[src/rtl/obb_pkg.sv]
package obb_pkg;

    localparam int CoordW  = 24;              // Q15.8 center
    localparam int DiffW   = CoordW + 1;      // center difference
    localparam int HalfW   = 23;              // half extent
    localparam int DirW    = 16;              // Q1.14 axis component
    localparam int PDirW   = 2 * DirW;        // axis component product
    localparam int DotW    = PDirW + 1;       // axis dot axis, signed
    localparam int MagW    = PDirW;           // |axis dot axis|
    localparam int ProdW   = DiffW + DirW;    // d component times axis component
    localparam int SumW    = ProdW + 1;       // d dot axis, signed
    localparam int DistW   = ProdW;           // |d dot axis|
    localparam int RadW    = MagW + HalfW;    // projected half extent
    localparam int BoundW  = RadW + 1;        // sum of projected half extents
    localparam int ShiftD  = 14;              // d dot axis to Q.36
    localparam int ShiftH  = 28;              // own half size to Q.36
    localparam int Depth   = 5;               // register stages

    typedef struct packed {
        logic signed [ProdW-1:0] pa;     // first distance product
        logic signed [ProdW-1:0] pb;     // second distance product
        logic                    neg;    // pa - pb instead of pa + pb
        logic [HalfW-1:0]        own;    // half size along the tested axis
        logic [MagW-1:0]         c1;
        logic [HalfW-1:0]        h1;
        logic [MagW-1:0]         c2;
        logic [HalfW-1:0]        h2;
    } obb_axis_t;

    function automatic logic [MagW-1:0] dot_mag(input logic signed [DotW-1:0] v);
        logic signed [DotW-1:0] n;
        n = -v;
        return v[DotW-1] ? n[MagW-1:0] : v[MagW-1:0];
    endfunction

    function automatic logic [DistW-1:0] dist_mag(input logic signed [SumW-1:0] v);
        logic signed [SumW-1:0] n;
        n = -v;
        return v[SumW-1] ? n[DistW-1:0] : v[DistW-1:0];
    endfunction

endpackage

[src/rtl/obb_axis.sv]
// One separating axis: stages three to five.
module obb_axis (
    input  logic              clk,
    input  logic              en,
    input  obb_pkg::obb_axis_t axis_in,
    output logic              sep
);

    logic signed [obb_pkg::SumW-1:0]  dsum;
    logic [obb_pkg::DistW-1:0]        dist_next;
    logic [obb_pkg::DistW-1:0]        dist_reg;
    logic [obb_pkg::RadW-1:0]         r1_next;
    logic [obb_pkg::RadW-1:0]         r2_next;
    logic [obb_pkg::RadW-1:0]         r1_reg;
    logic [obb_pkg::RadW-1:0]         r2_reg;
    logic [obb_pkg::HalfW-1:0]        own_reg;
    logic [obb_pkg::BoundW-1:0]       dsh_next;
    logic [obb_pkg::BoundW-1:0]       bound_next;
    logic [obb_pkg::BoundW-1:0]       dsh_reg;
    logic [obb_pkg::BoundW-1:0]       bound_reg;
    logic                             sep_next;
    logic                             sep_reg;

    // stage 3: distance along the axis, projected half extents
    always_comb
    begin
        if (axis_in.neg)
        begin
            dsum = {axis_in.pa[obb_pkg::ProdW-1], axis_in.pa}
                 - {axis_in.pb[obb_pkg::ProdW-1], axis_in.pb};
        end
        else
        begin
            dsum = {axis_in.pa[obb_pkg::ProdW-1], axis_in.pa}
                 + {axis_in.pb[obb_pkg::ProdW-1], axis_in.pb};
        end
        dist_next = obb_pkg::dist_mag(dsum);
    end

    assign r1_next = obb_pkg::RadW'(axis_in.c1) * obb_pkg::RadW'(axis_in.h1);
    assign r2_next = obb_pkg::RadW'(axis_in.c2) * obb_pkg::RadW'(axis_in.h2);

    // stage 4: align to Q.36 and add up the bound
    assign dsh_next   = obb_pkg::BoundW'(dist_reg) << obb_pkg::ShiftD;
    assign bound_next = (obb_pkg::BoundW'(own_reg) << obb_pkg::ShiftH)
                      + obb_pkg::BoundW'(r1_reg) + obb_pkg::BoundW'(r2_reg);

    // stage 5: strict compare, touching is no separation
    assign sep_next = dsh_reg > bound_reg;

    always_ff @(posedge clk)
    begin
        if (en)
        begin
            dist_reg  <= dist_next;
            r1_reg    <= r1_next;
            r2_reg    <= r2_next;
            own_reg   <= axis_in.own;
            dsh_reg   <= dsh_next;
            bound_reg <= bound_next;
            sep_reg   <= sep_next;
        end
    end

    assign sep = sep_reg;

endmodule

[config.mk]
export PLATFORM = sky130hd
export DESIGN_NAME = obb_axis
export DESIGN_NICKNAME = d
export VERILOG_FILES = /design/src/rtl/obb_pkg.sv /design/src/rtl/obb_axis.sv
export SDC_FILE = /design/constraint.sdc
export NUM_CORES = 2
export LEC_CHECK = 0
export BUFFER_PORTS_ARGS = -buffer_cell sky130_fd_sc_hd__buf_2
export CORE_MARGIN = 10
export CORE_UTILIZATION = 60
export CTS_CLUSTER_SIZE = 20
export DETAILED_ROUTE_END_ITERATION = 8
export PLACE_DENSITY = 0.77
export SLEW_MARGIN = 20
export SYNTH_ARGS = -nofsm -noshare
export SYNTH_HDL_FRONTEND = slang
export SYNTH_SLANG_ARGS = --single-unit
[constraint.sdc]
create_clock -name clk -period 15.7 [get_ports clk]
set_clock_uncertainty 0.1 [all_clocks]
set_input_delay 1.57 -clock clk [delete_from_list [all_inputs] [get_ports clk]]
set_output_delay 1.57 -clock clk [all_outputs]
set_load 0.01 [all_outputs]
Word-level counts from Yosys, hierarchy flattened. Cells that the tools add are included. W data, S select, Z words.

Register bits after elaboration: 272. Input bits: 218. Output and inout port bits: 1. Word-level logic and storage cells: 17.

Add/sub/neg operators: 5. Multiply operators: 2. Order comparisons: 1. Muxes and demuxes: 2.

Operators with widths (count): $mul A32 B23 Y55 (2); $add A51 B55 Y56 (1); $add A56 B55 Y56 (1); $gt A55 B56 Y1 (1); $add A41 B41 Y42 (1); $mux W42 (1); $sub A41 B41 Y42 (1); $mux W41 (1); $neg A41 Y41 (1).

Depth between registers and ports, before layout.
Depth after elaboration: 4. Mapped depth: 30. Gate-level depth less buffers: 28.

Worst setup path before layout. No wires, ideal clock.

Kind: input to register. From: in axis_in[99] (netlist bit). To: reg r1_reg[52] (netlist bit) (data pin). Data arrival time: 8.165 ns. Data required time: 15.342 ns. Path slack: 7.177 ns. Cell stages on the path: 25. Buffers on the path: 1. Cell sequence: clkbuf_1 and2_1 fa_1 inv_1 fa_1 inv_1 fa_1 fa_1 fa_1 fa_1 inv_1 fa_1 inv_1 ha_1 nand2_1 or4b_2 a21oi_1 o31ai_1 a41oi_1 o31a_1 a21oi_1 a221o_1 a31o_2 a21oi_1 xnor2_1.

Word-level cells in the longest chain between the ends: 1.

RTL lines: from (decl) (RTL line obb_axis.sv:5) `input obb_pkg::obb_axis_t axis_in,`; $mul A32 B23 Y55 (RTL line obb_axis.sv:40) `assign r1_next = obb_pkg::RadW'(axis_in.c1) * obb_pkg::RadW'(axis_in.h1);`; net r1_next (one bit) (RTL line obb_axis.sv:12) `logic [obb_pkg::RadW-1:0] r1_next;`; to (signal assigned) (RTL line obb_axis.sv:56) `r1_reg <= r1_next;`; to (decl) (RTL line obb_axis.sv:14) `logic [obb_pkg::RadW-1:0] r1_reg;`.

The timed path passes the listed nets, and every way through them passes these cells. A chain may end at the register's enable or synchronous reset.

Final worst setup path.
From: in axis_in[14] (netlist bit). To: reg r2_reg[54] (netlist bit) (data pin).

Word-level cells in the longest chain between the ends: 1.

RTL lines: $mul A32 B23 Y55 (RTL line obb_axis.sv:41) `assign r2_next = obb_pkg::RadW'(axis_in.c2) * obb_pkg::RadW'(axis_in.h2);`; net r2_next (one bit) (RTL line obb_axis.sv:13) `logic [obb_pkg::RadW-1:0] r2_next;`; to (signal assigned) (RTL line obb_axis.sv:57) `r2_reg <= r2_next;`; to (decl) (RTL line obb_axis.sv:15) `logic [obb_pkg::RadW-1:0] r2_reg;`.

The timed path passes the listed nets, and every way through them passes these cells.

==> flow_metrics.env <==
export IMPL_detail_route_first_pass_iterations=6
export IMPL_core_rowCount=118
export IMPL_design_die_area_um2=119000
export IMPL_worstSetupEndpointType="flop"
export IMPL_hold_path_startpoint="dist_reg[18]"
export IMPL_synth_top_cells_by_area="sky130_fd_sc_hd__fa_1 (41%), sky130_fd_sc_hd__edfxtp_1 (13%), sky130_fd_sc_hd__ha_1 (11%)"
export IMPL_instance_count_on_the_critical_path=27
export IMPL_pin_count_of_the_biggest_net_entering_global_routing=99
export IMPL_critical_path_max_stage_delay_ps=730
export IMPL_syn_cell_area_um2=63200
export IMPL_remaining_drc_errors=0
export IMPL_cts_max_path_buffers=3
export IMPL_first_global_vias=50900
export IMPL_finalNetCount=8683
export IMPL_synth_top_area_share_pct=40.5
export IMPL_worstSetupStartpointType="input port"
export IMPL_setup_viol_count_final=0
export IMPL_setup_reg_to_reg_worst_slack_ps=10870
export IMPL_timing_max_cap_violations=0
export IMPL_vias=46300
export IMPL_worst_setup_hold_path_clk_slew_ps=70
export IMPL_cp_top_family="adder cells"
export IMPL_die_y_um=345
export IMPL_wl_mm=158
export IMPL_relSlewSlack_pct=22.5
export IMPL_ys_types=81
export IMPL_via_per_inst=5.74
export IMPL_htree_levels=1
export IMPL_hold_end="dsh_reg[32]"
export IMPL_synthesis_yosys_warnings=0
export IMPL_clock_sinks=272
export IMPL_fillCellCount=8406
export IMPL_routabilityCongestion=0.894
export IMPL_ioPinCount=219
export IMPL_setup_repair_after_global_routing_missed_its_margin="false"
export IMPL_synth_async_sr_flop_share_pct=0
export IMPL_coreArea_um2=104000
export IMPL_library_cell_used_as_clock_root_buffer="sky130_fd_sc_hd__clkbuf_16"
export IMPL_ant_nets=0
export IMPL_yosys_mux_area_fraction_pct=0.0812
export IMPL_areaGrowthSynthToFinish_pct=4.13
export IMPL_grt_antenna_before_repair=7
export IMPL_final_critical_path_share_of_the_clock_period_pct=60.5
export IMPL_synthXorXnorAreaFrac_pct=3.70
export IMPL_global_route_overflow_total=0
export IMPL_totalNegativeSetupSlack_ps=0
export IMPL_cpMaxStageDelayCell="sky130_fd_sc_hd__buf_2"
export IMPL_first_iter_violations=3322
export IMPL_total_grt_usage_pct=27.4
export IMPL_synth_top_family_by_area="adder cells"
export IMPL_post_synth_top_count_cell="sky130_fd_sc_hd__inv_1"
export IMPL_synthesized_area_fraction_occupied_by_ao_oa_aoi_and_oai_cells_pct=6.72
export IMPL_fmaxAchievable_ghz=0.105
export IMPL_largest_register_ff_count=56
export IMPL_crit_fanout=32
export IMPL_synth_simple_area_share_pct=15.5
export IMPL_numPortBuffers=218
export IMPL_adder_and_majority_cell_fraction_of_the_synthesized_area_pct=51.1
export IMPL_floorplan_die_width_um=345
export IMPL_min_delay_path_class="flop to flop"
export IMPL_report_final_slew_viol_count=0
export IMPL_route_detailed_wl_per_inst_um=19.6
export IMPL_final_layout_size_suffix_gt1_share_pct=4.44
export IMPL_timing_hold_violations_final=0
export IMPL_path_buf_inv=7
export IMPL_period_minus_slack_ps=9490
export IMPL_grt_pass1_wl_mm=260
export IMPL_cts_hold_repair_buffers=0
export IMPL_resized_cells_post_cts=0
export IMPL_post_cts_setup_buffers=0
export IMPL_number_of_register_bits_inferred_by_synthesis=272
export IMPL_worst_slew_pin_transition_ps=1160
export IMPL_start_util_pct=60.7
export IMPL_place_hpwl_mm=124
export IMPL_cts_buffers=26
export IMPL_netlist_top_cell_by_area="sky130_fd_sc_hd__fa_1"
export IMPL_critPathKind="input port to flop"
export IMPL_r2r_worst_path_cells=15
export IMPL_tritoncts="built"
export IMPL_cp_common_cell="sky130_fd_sc_hd__fa_1"
export IMPL_cp_data_required_time_ps=15910
export IMPL_synth_edff_count=272
export IMPL_synth_net_count=8737
export IMPL_postSynthCellCount=6708
export IMPL_worst_skew_pair_late_latency_ps=560
export IMPL_status="finished, final reports clean"
export IMPL_fraction_of_the_yosys_area_taken_by_sequential_cells_pct=12.9
export IMPL_cp_data_arrival_time_ps=9700
export IMPL_synth_flop_cell="sky130_fd_sc_hd__edfxtp_1"
export IMPL_min_delay_path_depth=0
export IMPL_synth_commonest_cells="sky130_fd_sc_hd__inv_1 (1388), sky130_fd_sc_hd__fa_1 (1279), sky130_fd_sc_hd__nand2_1 (946)"
export IMPL_syn_mean_instance_area_um2=9.42
export IMPL_regToRegStartpoint="r1_reg[1]"
export IMPL_r2r_end="bound_reg[53]"
## layer usage
layer / vias to the layer above / wire length (um) / track usage, %
li1: 20400 / - / -
met1: 23400 / 58400 / 34.2
met2: 1955 / 78400 / 46.9
met3: 484 / 12300 / 3.97
met4: 0 / 8400 / 12.4
met5: - / 0 / 0
## per-stage QoR
step	util, %	cell area, um2	setup slack (ps)	std cells	hold WS [ps]
CTS	63.2	65800	6360	8052	320
floorplan	-	63200	7180	6708	300
global placement	62.3	64900	5930	8005	301
finish	63.2	65800	6210	8059	315
global route	63.2	65800	5810	8059	326
detailed placement	62.3	64900	5800	8005	305
## logic make-up (layout without fill, tap and decap cells)
family	Yosys count	count (layout)
DFF	272	272
xor gates and xnor gates	267	267
other	0	6
and+or+nand+nor	1990	1990
muxes	5	5
buffers and inverters	1692	1657
adders and majority gates	1811	1811
AOI/OAI and AO/OA	671	671
## worst max path at each step
stage,startpoint,to,slack (ps)
2_1_floorplan,axis_in[99],r1_reg[52],7180
3_3_place_gp,axis_in[14],r2_reg[54],5930
3_5_place_dp,axis_in[2],r2_reg[53],5800
4_1_cts,axis_in[2],r2_reg[53],6360
5_1_grt,axis_in[14],r2_reg[54],5810
6_report,axis_in[14],r2_reg[54],6210
## cells in the final DEF (no fill, tap or decap), types with 14 or more instances in the layout
cell	count
sky130_fd_sc_hd__and3_1	17
sky130_fd_sc_hd__and2_1	654
sky130_fd_sc_hd__o21ai_0	91
sky130_fd_sc_hd__nand3_1	43
sky130_fd_sc_hd__ha_1	532
sky130_fd_sc_hd__nor2b_1	29
sky130_fd_sc_hd__o21a_1	14
sky130_fd_sc_hd__nor3_1	45
sky130_fd_sc_hd__edfxtp_1	272
sky130_fd_sc_hd__nor2_1	128
sky130_fd_sc_hd__buf_2	217
sky130_fd_sc_hd__xnor2_1	183
sky130_fd_sc_hd__nand2_1	946
sky130_fd_sc_hd__a211oi_1	19
sky130_fd_sc_hd__a21o_1	121
sky130_fd_sc_hd__nor4_1	15
sky130_fd_sc_hd__clkbuf_16	27
sky130_fd_sc_hd__a21oi_1	249
sky130_fd_sc_hd__nand2b_1	30
sky130_fd_sc_hd__fa_1	1279
sky130_fd_sc_hd__xor2_1	84
sky130_fd_sc_hd__inv_1	1388
sky130_fd_sc_hd__a31oi_1	35
sky130_fd_sc_hd__o21bai_1	31
sky130_fd_sc_hd__nand4_1	31
## area by class of cell
type                    instances  area (um2)  area share, %
multi-input cells            4744       48700           74.0
clock inverters                19         188          0.285
flip-flops and latches        272        8170           12.4
diodes                          6        15.0         0.0228
well taps                    1380        1730           2.62
clock buffers                  28         679           1.03
inverters                    1388        5210           7.92
repair buffers                222        1150           1.74
Power is not shown: default switching activity piles up to over one toggle a cycle in this logic, so the estimate is an artifact.
